$ cat src/rtl/assert_macros.svh
// Assertion macros for the top level of the channel hopper.
// No dependencies; each macro expects clk in scope, RDCH_ASSERT also rst.
`ifndef ASSERT_MACROS_SVH
`define ASSERT_MACROS_SVH

// Checked on every clock edge outside reset.
`define RDCH_ASSERT(lbl, prop, msg) \
  lbl: assert property (@(posedge clk) disable iff (rst) prop) else $error(msg);

// Checked on every clock edge, reset included.
`define RDCH_ASSERT_ALWAYS(lbl, prop, msg) \
  lbl: assert property (@(posedge clk) prop) else $error(msg);

`endif

$ cat src/rtl/rdch_pkg.sv
// Types and constants for the RSSI dwell channel hopper.
// No dependencies; imported by rdch_core and the top level.
package rdch_pkg;

  // Operation codes carried by an input beat
  localparam logic [2:0] OP_TICK   = 3'd0;
  localparam logic [2:0] OP_START  = 3'd1;
  localparam logic [2:0] OP_STOP   = 3'd2;
  localparam logic [2:0] OP_PAUSE  = 3'd3;
  localparam logic [2:0] OP_RESUME = 3'd4;

  // Configuration register indexes
  localparam logic [1:0] REG_THRESHOLD = 2'd0;
  localparam logic [1:0] REG_LINGER    = 2'd1;
  localparam logic [1:0] REG_COUNT     = 2'd2;

  localparam logic signed [8:0] THRESHOLD_RST = -9'sd140;

  typedef enum logic [1:0] {
    MODE_OFF    = 2'd0,
    MODE_RUN    = 2'd1,
    MODE_PAUSED = 2'd2,
    MODE_LINGER = 2'd3
  } mode_t;

  // One result beat
  typedef struct packed {
    logic       hopped;
    logic [4:0] channel_index;
    mode_t      mode;
  } result_t;

endpackage

$ cat src/rtl/rdch_core.sv
// Scanner state, configuration registers and the per-item update.
// Depends on rdch_pkg.
module rdch_core import rdch_pkg::*; #(
  parameter int MAX_CHANNELS = 32
) (
  input  logic              clk,
  input  logic              rst,
  input  logic              cfg_write,
  input  logic [1:0]        cfg_index,
  input  logic [15:0]       cfg_data,
  input  logic              accept,
  input  logic [2:0]        operation,
  input  logic signed [8:0] rssi,
  output result_t           res
);

  // channel_count is 6 bits, so the list never exceeds 63 entries
  localparam int LEN_MAX = (MAX_CHANNELS < 63) ? MAX_CHANNELS : 63;
  localparam int IDX_W   = (LEN_MAX > 1) ? $clog2(LEN_MAX) : 1;

  logic signed [8:0] threshold;
  logic [15:0]       linger_ticks;
  logic [5:0]        channel_count;

  mode_t             mode, mode_next;
  logic [IDX_W-1:0]  index, index_next;
  logic [15:0]       linger_left, linger_left_next;

  logic [5:0]        list_len;
  logic              advance;
  logic [IDX_W:0]    index_inc;
  logic [IDX_W+4:0]  index_ext;

  // Clamp the list length to the hardware limit
  always_comb begin
    if (channel_count > 6'(LEN_MAX)) begin
      list_len = 6'(LEN_MAX);
    end else begin
      list_len = channel_count;
    end
  end

  assign index_inc = {1'b0, index} + 1'b1;

  // Per-item update
  always_comb begin
    mode_next        = mode;
    index_next       = index;
    linger_left_next = linger_left;
    advance          = 1'b0;
    unique case (operation)
      OP_TICK: begin
        if (list_len != 6'd0) begin
          if (mode == MODE_LINGER) begin
            if (linger_left != 16'd0) begin
              linger_left_next = linger_left - 16'd1;
            end else begin
              advance = 1'b1;
            end
          end else if (mode == MODE_RUN) begin
            if (rssi > threshold) begin
              linger_left_next = linger_ticks;
              mode_next        = MODE_LINGER;
            end else begin
              advance = 1'b1;
            end
          end
        end
      end
      OP_START: begin
        if (list_len != 6'd0) begin
          mode_next        = MODE_RUN;
          index_next       = '0;
          linger_left_next = 16'd0;
        end
      end
      OP_STOP: begin
        mode_next        = MODE_OFF;
        linger_left_next = 16'd0;
      end
      OP_PAUSE: begin
        if (mode == MODE_RUN || mode == MODE_LINGER) begin
          mode_next = MODE_PAUSED;
        end
      end
      OP_RESUME: begin
        if (mode == MODE_PAUSED) begin
          mode_next = MODE_RUN;
        end
      end
      default: ;
    endcase
    // Hop with wrap at the list length
    if (advance) begin
      if (7'(index_inc) >= 7'(list_len)) begin
        index_next = '0;
      end else begin
        index_next = index_inc[IDX_W-1:0];
      end
      mode_next = MODE_RUN;
    end
  end

  assign index_ext = {5'd0, index_next};

  assign res.hopped        = advance;
  assign res.channel_index = index_ext[4:0];
  assign res.mode          = mode_next;

  // State and config registers; a real register write clears the index
  always_ff @(posedge clk) begin
    if (rst) begin
      threshold     <= THRESHOLD_RST;
      linger_ticks  <= 16'd0;
      channel_count <= 6'd0;
      mode          <= MODE_OFF;
      index         <= '0;
      linger_left   <= 16'd0;
    end else if (cfg_write) begin
      unique case (cfg_index)
        REG_THRESHOLD: begin
          threshold <= cfg_data[8:0];
          index     <= '0;
        end
        REG_LINGER: begin
          linger_ticks <= cfg_data;
          index        <= '0;
        end
        REG_COUNT: begin
          channel_count <= cfg_data[5:0];
          index         <= '0;
        end
        default: ;
      endcase
    end else if (accept) begin
      mode        <= mode_next;
      index       <= index_next;
      linger_left <= linger_left_next;
    end
  end

endmodule

$ cat src/rtl/rssi_dwell_channel_hopper.sv
// A result beat is written to the output buffer when its input beat is accepted.
// Throughput: one item per cycle; the state update is a single registered pass,
// and a two-entry output buffer keeps input accepted while a result waits.
// Input stalls only when both buffer entries hold untaken results.
// Reset (synchronous, active high): mode off, index 0, linger count 0,
// threshold -140, linger ticks 0, channel count 0, output buffer empty.
`include "assert_macros.svh"

module rssi_dwell_channel_hopper import rdch_pkg::*; #(
  parameter int MAX_CHANNELS = 32
) (
  input  logic              clk,
  input  logic              rst,
  input  logic              cfg_write,
  input  logic [1:0]        cfg_index,
  input  logic [15:0]       cfg_data,
  input  logic              in_valid,
  output logic              in_ready,
  input  logic [2:0]        operation,
  input  logic signed [8:0] rssi,
  output logic              out_valid,
  input  logic              out_ready,
  output logic              hopped,
  output logic [4:0]        channel_index,
  output logic [1:0]        mode
);

  result_t    res;
  result_t    buf_mem [2];
  logic       wr_ptr, rd_ptr;
  logic [1:0] count;
  logic       push, pop;
  result_t    head;

  assign in_ready  = (count != 2'd2);
  assign out_valid = (count != 2'd0);
  assign push      = in_valid && in_ready;
  assign pop       = out_valid && out_ready;

  rdch_core #(
    .MAX_CHANNELS (MAX_CHANNELS)
  ) u_core (
    .clk       (clk),
    .rst       (rst),
    .cfg_write (cfg_write),
    .cfg_index (cfg_index),
    .cfg_data  (cfg_data),
    .accept    (push),
    .operation (operation),
    .rssi      (rssi),
    .res       (res)
  );

  // Output buffer payload
  always_ff @(posedge clk) begin
    if (push) begin
      buf_mem[wr_ptr] <= res;
    end
  end

  // Output buffer pointers and fill level
  always_ff @(posedge clk) begin
    if (rst) begin
      wr_ptr <= 1'b0;
      rd_ptr <= 1'b0;
      count  <= 2'd0;
    end else begin
      if (push) begin
        wr_ptr <= ~wr_ptr;
      end
      if (pop) begin
        rd_ptr <= ~rd_ptr;
      end
      unique case ({push, pop})
        2'b10:   count <= count + 2'd1;
        2'b01:   count <= count - 2'd1;
        default: count <= count;
      endcase
    end
  end

  assign head          = buf_mem[rd_ptr];
  assign hopped        = head.hopped;
  assign channel_index = head.channel_index;
  assign mode          = head.mode;

  // Checks
  `RDCH_ASSERT_ALWAYS(a_count_range, rst || count != 2'd3, "output buffer overfilled")
  `RDCH_ASSERT(a_push_fill, push && !pop |=> count == $past(count) + 2'd1, "fill level lost a push")
  `RDCH_ASSERT(a_hop_runs, out_valid && hopped |-> mode == MODE_RUN, "hop result not in running mode")
  `RDCH_ASSERT(a_ptr_match, count == 2'd0 || count == 2'd2 |-> wr_ptr == rd_ptr, "buffer pointers out of step")

endmodule

$ cat config.mk
export PLATFORM = sky130hd
export DESIGN_NAME = rssi_dwell_channel_hopper
export DESIGN_NICKNAME = d
export VERILOG_FILES = /design/src/rtl/rdch_pkg.sv /design/src/rtl/rdch_core.sv /design/src/rtl/rssi_dwell_channel_hopper.sv
export VERILOG_INCLUDE_DIRS = /design/src /design/src/rtl
export SDC_FILE = /design/constraint.sdc
export NUM_CORES = 1
export LEC_CHECK = 0
export ABC_AREA = 1
export BUFFER_PORTS_ARGS = -buffer_cell sky130_fd_sc_hd__buf_2
export CAP_MARGIN = 20
export CORE_MARGIN = 8
export CORE_UTILIZATION = 30
export CTS_BUF_LIST = sky130_fd_sc_hd__clkbuf_16
export DETAILED_ROUTE_END_ITERATION = 10
export GPL_TIMING_DRIVEN = 0
export PLACE_DENSITY = 0.47
export RECOVER_POWER = 25
export SETUP_SLACK_MARGIN = 0.05
export SYNTH_ARGS = -nofsm -noshare
export SYNTH_HDL_FRONTEND = slang
export SYNTH_SLANG_ARGS = --single-unit
$ cat constraint.sdc
create_clock -name clk -period 2.5 [get_ports clk]
set_clock_uncertainty 0.05 [all_clocks]
set_input_delay 0 -clock clk [delete_from_list [all_inputs] [get_ports clk]]
set_output_delay 0 -clock clk [all_outputs]
set_load 0.03 [all_outputs]
# Word-level counts from Yosys, hierarchy flattened
# Memory sizes are Yosys's and may differ from the RTL's. A register that Yosys moved wholly into a read port is not among the register bits.
# Index checks and enable logic that the tools add are counted.
# word_totals
ff_bits	58
ram_bits	16
input_bits	35
output_inout_bits	10
word_cells	91
n_memories	1
# classes
n_addsub	4
n_lt_le_gt_ge	3
n_eq_ne	18
n_mux	35
n_bitwise	3
reduce_logical	18
# mem_list
memory	words	width	rd	rd_clocked_by_memory_dff	wr	line_no	text
buf_mem	2	8	1	1	1	rssi_dwell_channel_hopper.sv:29	result_t buf_mem [2];
# ops
op	n
16-bit 2-to-1 mux	6
16-bit one-hot mux with 3 select lines	1
5-bit 2-to-1 mux	7
2-bit 2-to-1 mux	8
16-bit nonzero test	1
16-bit by 1-bit subtractor with 16-bit output (second input constant)	1
1-bit 2-to-1 mux	10
2-bit one-hot mux with 5 select lines	1
2-bit AND reduction	5
9-bit greater-than comparator	1
2-bit equality test (second input constant)	4
8-bit AND reduction	1
5-bit by 1-bit adder with 6-bit output (second input constant)	1
2-bit by 1-bit equality test with 1-bit output (second input constant)	3
3-bit by 2-bit equality test with 1-bit output (second input constant)	2
6-bit greater-or-equal comparator	1
6-bit greater-than comparator (second input constant)	1
6-bit 2-to-1 mux	1
3-bit by 1-bit inequality test with 1-bit output (second input constant)	2
2-bit nonzero test	3
6-bit nonzero test	1
2-bit by 1-bit inequality test with 1-bit output (second input constant)	2
2-bit inequality test (second input constant)	2
2-bit one-hot mux with 2 select lines	1
12 further kinds	15

# Depth between registers and ports, before layout
# Gate-level depths: netlist of the first run.
# logic_depth
ltp_word	9
ltp_mapped	17

# Cells and area by module
# A second synthesis of the first run with hierarchy kept.
# unflattened
cells_unflattened	562
hier_area_um2	4135.2
# modules_own_cells
module	instances	cells_each	area_per_inst_um2	seq_area_each_um2
rdch_core	1	498	3293.2	1081.0
rssi_dwell_channel_hopper	1	64	842.1	580.6

# Least setup slack after synthesis of the first run
# OpenSTA, ideal clock, no wires.
# synth_path
kind	reg-to-reg
from	reg u_core.index[0]
to	mem buf_mem[0][3] (netlist name), data pin
setup_time_ns	0.258
arrival_time_ns	1.834
setup_slack_ns	0.359
stages_incl_launch_ff	13
period_less_slack_ns	2.141
path_cell_list	dfxtp_1 -> ha_1 -> nand3_1 -> xor2_1 -> inv_1 -> ha_1 -> nand2_1 -> o21a_1 -> nand3_1 -> inv_1 -> nand2_1 -> nand3_1 -> and2_1
# synth_rtl
element	line_no	text
from (decl)	rdch_core.sv:26	logic [IDX_W-1:0] index, index_next;
from (signal assigned)	rdch_core.sv:137	index <= index_next;
to (decl)	rssi_dwell_channel_hopper.sv:29	

==> results of run 1 <==
through the flow:
stage	util (%)	power, uW
floorplan	-	1910
global placement	33.5	2100
detailed placement	33.5	2110
CTS	36.7	3290
global route	37.0	3440
finish	37.0	3240
flip-flops by register name (all words and copies together), names as in the netlist, named ones only:
name	flops
buf_mem	16
count	2
wr_ptr	1
u_core.index	5
u_core.channel_count	6
u_core.mode	2
u_core.linger_left	16
rd_ptr	1
u_core.linger_ticks	16
u_core.threshold	9
power groups by stage:
stage | clock [uW] | combinational [uW] | sequential, uW
final | 1140 | 721 | 1380
after CTS | 1180 | 726 | 1380
after global routing | 1230 | 818 | 1390
after global placement | 0 | 693 | 1400
after floorplan | 0 | 516 | 1390
after detailed placement | 0 | 700 | 1410
final timing paths:
| check | cells past startpoint | from | slack [ns] | end |
|---|---|---|---|---|
| setup / recovery | 12 | u_core.index[1] | 0.24 | buf_mem[0][2] |
| hold / removal | 4 | cfg_index[1] | 0.03 | u_core.channel_count[1] |
| hold reg to reg | 2 | u_core.linger_ticks[15] | 0.40 | u_core.linger_ticks[15] |
| setup reg to reg | 12 | u_core.index[1] | 0.24 | buf_mem[0][2] |
kinds of logic (layout without fill, tap and decap cells):
family	after synthesis	count (layout)	synth area share, %
multiplexers	8	8	2.17
AND/OR/NAND/NOR	212	212	22.7
adder cells (fa/ha/maj)	18	18	5.43
buffers and inverters	107	185	10.2
XOR/XNOR	9	9	1.90
AO/OA/AOI/OAI	133	133	17.6
flip-flops	75	75	40.0
cells in the mapped netlist, drive strengths merged (4+ instances only):
master	n	area share, %
buf	4	0.84
nand2	99	9.5
edfxtp	16	12
mux2	8	2.2
o211ai	8	1.4
nand4	4	0.60
nor2	67	7.2
inv	88	8.0
a21oi	61	7.9
nand3	30	3.6
o21ai	58	7.1
clkbuf	14	1.3
xor2	9	1.9
dfxtp	59	28
ha	18	5.4
nor3	6	0.72
what timing repair did:
action                                  CTS  global route
hold buffers                             18             0
endpoints found under the setup margin    0            17
hold endpoints to repair                 34             0
buffers inserted                          0             1
resized for setup                         0             9
critical path, delay by kind of cell, from the launching register on:
kind	cells	cell delay (ns)
AND/OR/NAND/NOR	6	0.64
adder cells (fa/ha/maj)	2	0.43
flip-flops	1	0.38
AO/OA/AOI/OAI	1	0.20
XOR/XNOR	1	0.19
buffers and inverters	2	0.14
cell type report:
| class | instances | area (sq um) | share of cell area, % |
|---|---|---|---|
| inverter | 89 | 335 | 6.61 |
| multi-input combinational | 380 | 2090 | 41.3 |
| tap | 180 | 225 | 4.44 |
| clock inverter | 7 | 36.3 | 0.716 |
| sequential | 75 | 1670 | 32.9 |
| clock buffer | 9 | 225 | 4.44 |
| buffer | 18 | 87.6 | 1.73 |
| timing repair buffer | 62 | 402 | 7.92 |
metal layers:
layer / part of all wire [%] / global-route usage [%] / wire (um) / vias to the layer above
met3: 4.1 / 3.13 / 444 / 13
li1: - / - / - / 1988
met4: 1.9 / 5.05 / 200 / 0
met5: 0 / 0 / 0 / -
met1: 46 / 14.7 / 4970 / 1681
met2: 48 / 21.6 / 5090 / 63
cells in the final DEF (no fill, tap or decap), types with 10 or more instances in the layout:
cell type	netlist	final
ha_1	18	17
nor2_2	12	12
inv_1	86	87
o21ai_1	10	10
buf_2	1	43
dlygate4sd3_1	0	18
o21ai_0	47	47
nand3_1	30	29
edfxtp_1	16	16
nor2_1	54	54
nand2_1	94	93
clkbuf_1	14	15
a21oi_1	55	55
dfxtp_1	59	57
==> metrics.md, run 1 <==
| Metric | Value |
|---|---|
| Status | finished, final reports clean |
| Routed WL | about 11000 um |
| Hpwl dp | 8210 um |
| RSZ-0062 raised after global routing | false |
| Netlist Area Pre-Place | 4150 sq um |
| YS warnings | 0 |
| Clk Latency, worst-skew pair | 0.34 ns |
| FF+latch count, synth | 75 |
| Post-Synthesis Cells | about 560 |
| Slew at the pin closest to its max-slew limit | 0.703 ns |
| Vias | 3745 |
| Hold Path Class | primary input to flip-flop |
| Crit Path Category | flip-flop to flip-flop |
| Internal power | ~2200 uW |
| Antenna fix cells | 0 |
| Slowest cell on crit path | dfxtp_2 |
| Relative slew slack | a little over half |
| Placed standard-cell area | approximately 4600 sq um |
| CTS buffer count | 9 |
| Crit path launch type | flip-flop |
| Critical path required time | 2.53 ns |
| Critical Path Fanout Max | 4 |
| First-pass GRT wire length | 18000 um |
| Crit path DAT | between 2 and 2.5 ns |
| ANT nets after route | 0 |
| I/O pins | 45 |
| Gr usage total | roughly an eighth |
| Switching Fraction | 30.9% |
| Avg Cell Area, Syn | around 7.4 sq um |
| Clock group share of total power | 35.3% |
| Largest net degree at the start of global routing | 13 |
| Wire per inst | 13.1 um |
| CP max stage delay | about 0.38 ns |
| Max clock buf depth | 2 |
| Fill cells | 1464 |
| Asr flop ratio synth | 0% |
| Share of cells above drive strength 1 | 16.4% |
| Via density | around 4.6 |
| DRT Pass-1 Iters | 4 |
| Worst setup margin | 0.239 ns |
| Seq/Total Area, Yosys | 40.0% |
| Post-placement cell count | 785 |
| Grt total ovfl | 0 |
| RePlAce Congestion | approximately 0.80 |
| Number of synthesized flops with an enable pin | 16 |
| CP Cell Sequence | ha_4 > nand3_1 > xor2_1 > inv_1 > ha_1 > nand2_1 > o21a_1 > nand3_2 > inv_1 > nand2_1 > nand3_1 > and2_1 |
| Seq pwr share | 42.5% |
| Final Non-Filler Cells | 820 |
| Setup-failing EPs final | 0 |
| CTS tree | done |
| Total of max-cap violations | 0 |
| Leak | 0.00224 uW |
| Initial antenna violation count | 0 |
| Syn nets | approximately 620 |
| DP Worst Slack | 0.0810 ns |
| Fmax | between 400 and 500 MHz |
| Std cell rows | 43 |
| Crit. End Element | flip-flop |
| DRC Markers | 0 |
| Die ar. | 17800 sq um |
| Vias in the first global route | about 3800 |
| Chip height | 134 um |
| Die width | 134 um |
| Final period util | 90.5% |
| P per Cell Area | 640 nW/um^2 |
| Fin area | ~5100 sq um |
| Clock tree sinks | 75 |
| Area Overhead vs Synth | 22.2% |
| Top FF cell, synth | dfxtp_1 |
| Post-synth cell types | 36 |
| I/O Buffers | between 40 and 50 |
| Core area | 13700 sq um |
| Fin nets | 688 |
| Max IR drop VDD | 297 uV |
| Setup_tns | 0 ns |
| Starting DRT DRC Count | about 250 |
| Hold_ws | roughly 0.033 ns |
| H-tree level count | 3 |
| Power share of the combinational group | 22.2% |
| Minimum clock period | 2.26 ns |
| Max-slew violation count | 0 |
| Final Hold Fails | 0 |
| Switching pwr | 1000 uW |
| Worst-path clk slew | around 0.050 ns |
| Initial Utilization | 30.2% |
| Clk root buf | clkbuf_16 |
Power figures use the tool's default switching activity.
==> inputs of run 2 (changes only) <==
==> constraint.sdc (replaced) <==
create_clock -name clk -period 2.5 [get_ports clk]
set_clock_uncertainty 0.05 [all_clocks]
set_input_delay 0.125 -clock clk [delete_from_list [all_inputs] [get_ports clk]]
set_output_delay 0.125 -clock clk [all_outputs]
set_load 0.03 [all_outputs]
==> run 2 against run 1 <==
Compared with the run above:
- first-iteration DRC count decreased by 6.4%
- flip-flop and latch count unchanged
- setup slack about the same
- non-clock buffer count decreased by 16
- cell count decreased by 2.0%
- global-route usage decreased by 0.13 points
- fmax about the same
- critical endpoint unchanged
- largest cell class unchanged
==> metrics.md, run 2 (synthesis gave the netlist of run 1 again) <==
| Metric | Value |
|---|---|
| Wire per inst | 13.1 um (+0.51%) |
| Leak | 0.00218 uW (-2.9%) |
| Crit Path Category | flip-flop to flip-flop |
| Total of max-cap violations | 0 (unchanged) |
| Reg2Reg Setup Slack | 0.24 ns (about the same) |
| Worst-path clk slew | 0.06 ns (about the same) |
| Final period util | 90.5% (about the same) |
| Starting DRT DRC Count | 233 (-6.4%) |
| Slowest cell on crit path | dfxtp_2 |
| DRT Pass-1 Iters | 4 (unchanged) |
| RSZ-0062 raised after global routing | false |
| Max clock buf depth | 2 (unchanged) |
| Gr usage total | 12.4% (-0.13 points) |
| Seq pwr share | 42.8% (+0.3 points) |
| ANT nets after route | 0 (unchanged) |
| I/O pins | 45 (unchanged) |
| RePlAce Congestion | 0.797 (unchanged) |
| Die ar. | 17800 sq um (unchanged) |
| Delay-heaviest family, CP | simple AND/OR/NAND/NOR gates |
| Setup_tns | 0 ns (unchanged) |
| R2r worst-path depth | 12 (unchanged) |
| Switching Fraction | 31.0% (+0.11 points) |
| Via density | 4.57 (about the same) |
| Std cell rows | 43 (unchanged) |
| Commonest non-fill, non-tap cell in the layout | nand2_1 |
| Relative slew slack | 53.1% (+0.15 points) |
| Largest net degree at the start of global routing | 13 (unchanged) |
| Area Overhead vs Synth | 18.4% |
| Initial antenna violation count | 0 (unchanged) |
| Clock group share of total power | 35.5% (+0.2 points) |
| Die width | 134 um (unchanged) |
| Stages on worst setup path | 12 (unchanged) |
| Clk root buf | clkbuf_16 |
| Switching pwr | 999 uW (-0.19%) |
| Vias in the first global route | 3682 (-1.8%) |
| Top Registers | buf_mem x16, u_core.linger_left x16, u_core.linger_ticks x16 |
| Initial Utilization | 30.2% (unchanged) |
| WHS Endpoint | u_core.threshold[4] |
| FF-to-FF Start | u_core.index[1] |
| Hold path depth | 3 (-1) |
| Status | finished, final reports clean |
| Max-slew violation count | 0 (unchanged) |
| Fin nets | 672 (-2.3%) |
| CTS tree | done |
| Hpwl dp | 8210 um (unchanged) |
| Crit. End Element | flip-flop |
| Internal power | 2230 uW (-0.72%) |
| Final Hold Fails | 0 (unchanged) |
| Power share of the combinational group | 21.7% (-0.5 points) |
| Routed WL | 10500 um (-1.4%) |
| I/O Buffers | 43 (unchanged) |
| P per Cell Area | 657 nW/um^2 (+2.7%) |
| Critical Path Fanout Max | 4 (unchanged) |
| Crit path launch type | flip-flop |
| Crit path DAT | 2.30 ns (about the same) |
| Fmax | 442 MHz (about the same) |
| Setup-failing EPs final | 0 (unchanged) |
| Antenna fix cells | 0 (unchanged) |
| DRC Markers | 0 (unchanged) |
| Share of cells above drive strength 1 | 17.0% (+0.58 points) |
| Slew at the pin closest to its max-slew limit | 0.700 ns (-0.00227 ns) |
| First-pass GRT wire length | 17800 um (-1.2%) |
| Hold Crit Start | cfg_data[4] |
| CP max stage delay | 0.38 ns (about the same) |
| CTS buffer count | 9 (unchanged) |
| Minimum clock period | 2.26 ns (+0.000281 ns) |
| DP Worst Slack | 0.0810 ns (unchanged) |
| Max IR drop VDD | 295 uV (-0.52%) |
| Most frequent cells in the layout | nand2_1 (93), inv_1 (87), dfxtp_1 (57), a21oi_1 (55), nor2_1 (54) |
| H-tree level count | 3 (unchanged) |
| Grt total ovfl | 0 (unchanged) |
| Chip height | 134 um (unchanged) |
| FF-to-FF End | buf_mem[0][2] |
| Core area | 13700 sq um (unchanged) |
| Clk Latency, worst-skew pair | 0.34 ns (about the same) |
| Critical path required time | 2.53 ns (about the same) |
| Worst setup margin | 0.238 ns (-0.000281 ns) |
| Clock tree sinks | 75 (unchanged) |
| Hold Path Class | primary input to flip-flop |
| Vias | 3674 (-1.9%) |
| Buf/Inv on CP | 2 (unchanged) |
| CP Cell Sequence | ha_4 > nand3_1 > xor2_1 > inv_1 > ha_1 > nand2_1 > o21a_1 > nand3_2 > inv_1 > nand2_1 > nand3_1 > and2_1 |
run 2: worst max-delay path by stage:
| stage | slack, ns | start | endpoint |
|---|---|---|---|
| 2_1_floorplan | 0.36 | u_core.index[0] | buf_mem[0][3] |
| 3_3_place_gp | 0.12 | u_core.index[0] | buf_mem[0][3] |
| 3_5_place_dp | 0.08 | u_core.index[0] | buf_mem[0][3] |
| 4_1_cts | 0.06 | u_core.index[0] | buf_mem[1][3] |
| 5_1_grt | 0.07 | u_core.index[1] | buf_mem[1][3] |
| 6_report | 0.24 | u_core.index[1] | buf_mem[0][2] |
run 2: timing repair:
action | 4_1_cts | 5_1_grt
hold buffers | 2 | 0
gates resized for setup | 0 | 9
hold endpoints to repair | 2 | 0
setup endpoints to repair | 0 | 17
buffers inserted | 0 | 1
run 2: worst min-delay path, delay by kind of cell:
| family | cells | cell delay, ns |
|---|---|---|
| AOI/OAI and AO/OA | 1 | 0.07 |
| buffers and inverters | 1 | 0.12 |
| and+or+nand+nor | 1 | 0.06 |
run 2: area by class of cell:
| class | instances | area, sq um |
|---|---|---|
| clock buffer | 9 | 225 |
| buffer | 18 | 87.6 |
| sequential | 75 | 1670 |
| fill | 1477 | 8810 |
| inverter | 89 | 335 |
| multi-input combinational | 380 | 2090 |
| tap | 180 | 225 |
| clock inverter | 7 | 36.3 |
| timing repair buffer | 46 | 243 |
run 2: power groups by stage:
stage / Clock, uW / Combinational (uW) / Sequential, uW
2_1_floorplan: 0 / 516 / 1390
3_3_place_gp: 0 / 693 / 1400
3_5_place_dp: 0 / 700 / 1410
4_1_cts: 1180 / 707 / 1380
5_1_grt: 1230 / 797 / 1390
6_report: 1150 / 701 / 1380
run 2: per-layer routing:
metal	vias to the layer above	share of wire, %	wire (um)	GRT usage (%)
met1	1645	46	4880	14.6
met4	0	1.9	201	5.05
met5	-	0	0	0
li1	1955	-	-	-
met2	61	47	4990	21.2
met3	13	4.5	478	3.13
run 2: metrics by stage:
stage / cells / utilization [%] / instance area, sq um / hold WS (ns) / power, uW
6_report: 804 / 35.8 / 4910 / 0.0133 / 3230
3_5_place_dp: 785 / 33.5 / 4590 / 0.330 / 2110
5_1_grt: 804 / 35.8 / 4910 / 0.0298 / 3420
3_3_place_gp: 785 / 33.5 / 4590 / 0.319 / 2100
4_1_cts: 803 / 35.5 / 4870 / 0.00428 / 3270
2_1_floorplan: 562 / - / 4150 / 0.205 / 1910
==> inputs of run 3 (changes only) <==
--- a/config.mk
+++ b/config.mk
@@ -14,7 +14,7 @@
 export CTS_BUF_LIST = sky130_fd_sc_hd__clkbuf_16
 export DETAILED_ROUTE_END_ITERATION = 10
 export GPL_TIMING_DRIVEN = 0
-export PLACE_DENSITY = 0.47
+export PLACE_DENSITY_LB_ADDON = 0.3
 export RECOVER_POWER = 25
 export SETUP_SLACK_MARGIN = 0.05
 export SYNTH_ARGS = -nofsm -noshare
==> constraint.sdc (replaced) <==
create_clock -name clk -period 2.5 [get_ports clk]
set_clock_uncertainty 0.05 [all_clocks]
set_input_delay 0.125 -clock clk [delete_from_list [all_inputs] [get_ports clk]]
set_output_delay 0.125 -clock clk [all_outputs]
set_load 0.01 [all_outputs]
==> run 3 against run 2 <==
Compared with the run above:
- combinational power is 9.7% lower
- critical path depth stayed put
- highest routed layer unchanged
- via count is 1.4% higher
- fmax is 0.55% lower
- die area stayed put
==> metrics.md, run 3 (synthesis gave the netlist of run 1 again) <==
| Metric | Value |
|---|---|
| Critical Path Fanout Max | 5 (+1) |
| Fmax | 440 MHz (-0.55%) |
| Leak | 0.00219 uW (+0.54%) |
| Grt total ovfl | 0 (unchanged) |
| CP max stage delay | 0.38 ns (about the same) |
| Relative slew slack | 52.3% (-0.82 points) |
| Max clock buf depth | 2 (unchanged) |
| Met1 Wirelength | 4870 um (-0.10%) |
| Worst setup margin | 0.226 ns (-0.0126 ns) |
| Crit path DAT | 2.31 ns (about the same) |
| CTS buffer count | 9 (unchanged) |
| Initial Utilization | 30.2% (unchanged) |
| Critical path required time | 2.53 ns (about the same) |
| Reg2Reg Setup Slack | 0.23 ns (about the same) |
| RSZ-0062 raised after global routing | true |
| Hold_ws | 0.0195 ns (+0.00617 ns) |
| Fin area | 4890 sq um (-0.51%) |
| DRT Pass-1 Iters | 4 (unchanged) |
| Placed standard-cell area | 4590 sq um (unchanged) |
| I/O pins | 45 (unchanged) |
| Routed WL | 10500 um (-0.82%) |
| Wire per inst | 13.0 um (-0.82%) |
| Setup_tns | 0 ns (unchanged) |
| Total of max-cap violations | 0 (unchanged) |
| Die ar. | 17800 sq um (unchanged) |
| Minimum clock period | 2.27 ns (+0.0126 ns) |
| Gr usage total | 12.3% (-0.13 points) |
| Max-slew violation count | 0 (unchanged) |
| Top Registers | buf_mem x16, u_core.linger_left x16, u_core.linger_ticks x16 |
| Vias | 3724 (+1.4%) |
| H-tree level count | 3 (unchanged) |
| CTS tree | done |
| Core area | 13700 sq um (unchanged) |
| Top layer used by detailed routing | met4 |
| Most frequent cells in the layout | nand2_1 (94), inv_1 (89), dfxtp_1 (57), a21oi_1 (55), nor2_1 (54) |
| P per Cell Area | 643 nW/um^2 (-2.2%) |
| Clock tree sinks | 75 (unchanged) |
| Status | finished, final reports clean |
| Area Overhead vs Synth | 17.8% |
| Slowest cell on crit path | dfxtp_2 |
| Initial antenna violation count | 0 (unchanged) |
| Met3 wire length | 621 um (+30%) |
| Crit Path Category | flip-flop to flip-flop |
| Clk Latency, worst-skew pair | 0.34 ns (about the same) |
| Starting DRT DRC Count | 298 (+28%) |
| Final period util | 91.0% (+0.50 points) |
| First-pass GRT wire length | 17900 um (+0.43%) |
| Commonest non-fill, non-tap cell in the layout | nand2_1 |
| WL met2 | 4800 um (-3.8%) |
| CP Cell Sequence | ha_1 > nand3_1 > xor2_1 > inv_1 > ha_1 > nand2_1 > o21a_1 > nand3_2 > inv_1 > nand2_1 > nand3_1 > and2_1 |
| Max IR drop VDD | 291 uV (-1.3%) |
| Antenna fix cells | 0 (unchanged) |
| Crit. End Element | flip-flop |
| Worst-path clk slew | 0.05 ns (about the same) |
| Largest net degree at the start of global routing | 12 (-1) |
| Slew at the pin closest to its max-slew limit | 0.715 ns (+0.0149 ns) |
| Share of cells above drive strength 1 | 16.0% (-0.96 points) |
| Hold Path Class | primary input to flip-flop |
| Clk root buf | clkbuf_16 |
| ANT nets after route | 0 (unchanged) |
| Chip height | 134 um (unchanged) |
| DP Worst Slack | 0.127 ns (+0.0455 ns) |
| RePlAce Congestion | 0.830 (+4.1%) |
| Setup-failing EPs final | 0 (unchanged) |
| Vias in the first global route | 3734 (+1.4%) |
| Hpwl dp | 7980 um (-2.7%) |
| Power Total | 3140 uW (-2.7%) |
| Fin nets | 672 (unchanged) |
| I/O Buffers | 43 (unchanged) |
| Fill cells | 1458 (-1.3%) |
| Via density | 4.63 (+1.4%) |
| Crit path launch type | flip-flop |
| Die width | 134 um (unchanged) |
| DRC Markers | 0 (unchanged) |
| Final Hold Fails | 0 (unchanged) |
| Post-CTS Setup Bufs | 0 (unchanged) |
| Std cell rows | 43 (unchanged) |
==> run 3: changes by cell type in the layout (fill, tap and decap cells not counted), sizes merged <==
| cell | previous run | this run |
|---|---|---|
| dlygate4sd3 | 2 | 3 |
| inv | 89 | 91 |
| buf | 48 | 47 |
| clkinvlp | 2 | 0 |
==> run 3: layer usage <==
metal  global-route usage, %  vias to the layer above
li1                        -                     1945
met3                    3.65                       14
met2                    19.7                       81
met5                       0                        -
met4                    4.87                        0
met1                    15.2                     1684
==> run 3: cell type report <==
class | count | area (sq um) | area share [%]
buffer | 18 | 87.6 | 1.79
clock buffer | 9 | 225 | 4.61
clock inverter | 7 | 28.8 | 0.589
inverter | 89 | 335 | 6.86
multi-input combinational | 380 | 2070 | 42.5
sequential | 75 | 1660 | 34.1
tap | 180 | 225 | 4.61
timing repair buffer | 46 | 245 | 5.02
==> run 3: critical path, delay by kind of cell (launching register included) <==
kind	cells	cell delay [ns]
xor+xnor	1	0.19
flops	1	0.38
compound gates	1	0.19
buf+inv	2	0.13
simple gates	6	0.62
fa+ha+maj	2	0.48
==> run 3: path summary, 6_finish.rpt <==
check / depth (start not counted) / startpoint / endpoint
setup / recovery: 12 / u_core.index[0] / buf_mem[0][3]
hold / removal: 3 / cfg_data[9] / u_core.linger_ticks[9]
setup reg to reg: 12 / u_core.index[0] / buf_mem[0][3]
hold reg to reg: 2 / u_core.linger_ticks[7] / u_core.linger_ticks[7]
==> run 3: timing repair <==
item	4_1_cts	5_1_grt
setup endpoints to repair	0	9
hold buffers	3	0
hold endpoints to repair	3	0
gates resized for setup	0	4
==> run 3: stage by stage <==
step / cells / util, %
floorplan: 562 / -
CTS: 804 / 35.5
detailed placement: 785 / 33.5
global placement: 785 / 33.5
finish: 804 / 35.6
global route: 804 / 35.6
==> run 3: power breakdown <==
group          internal, uW  total (uW)  switching [uW]
combinational           239         633             394
sequential             1330        1380            48.9
clock                   650        1130             477
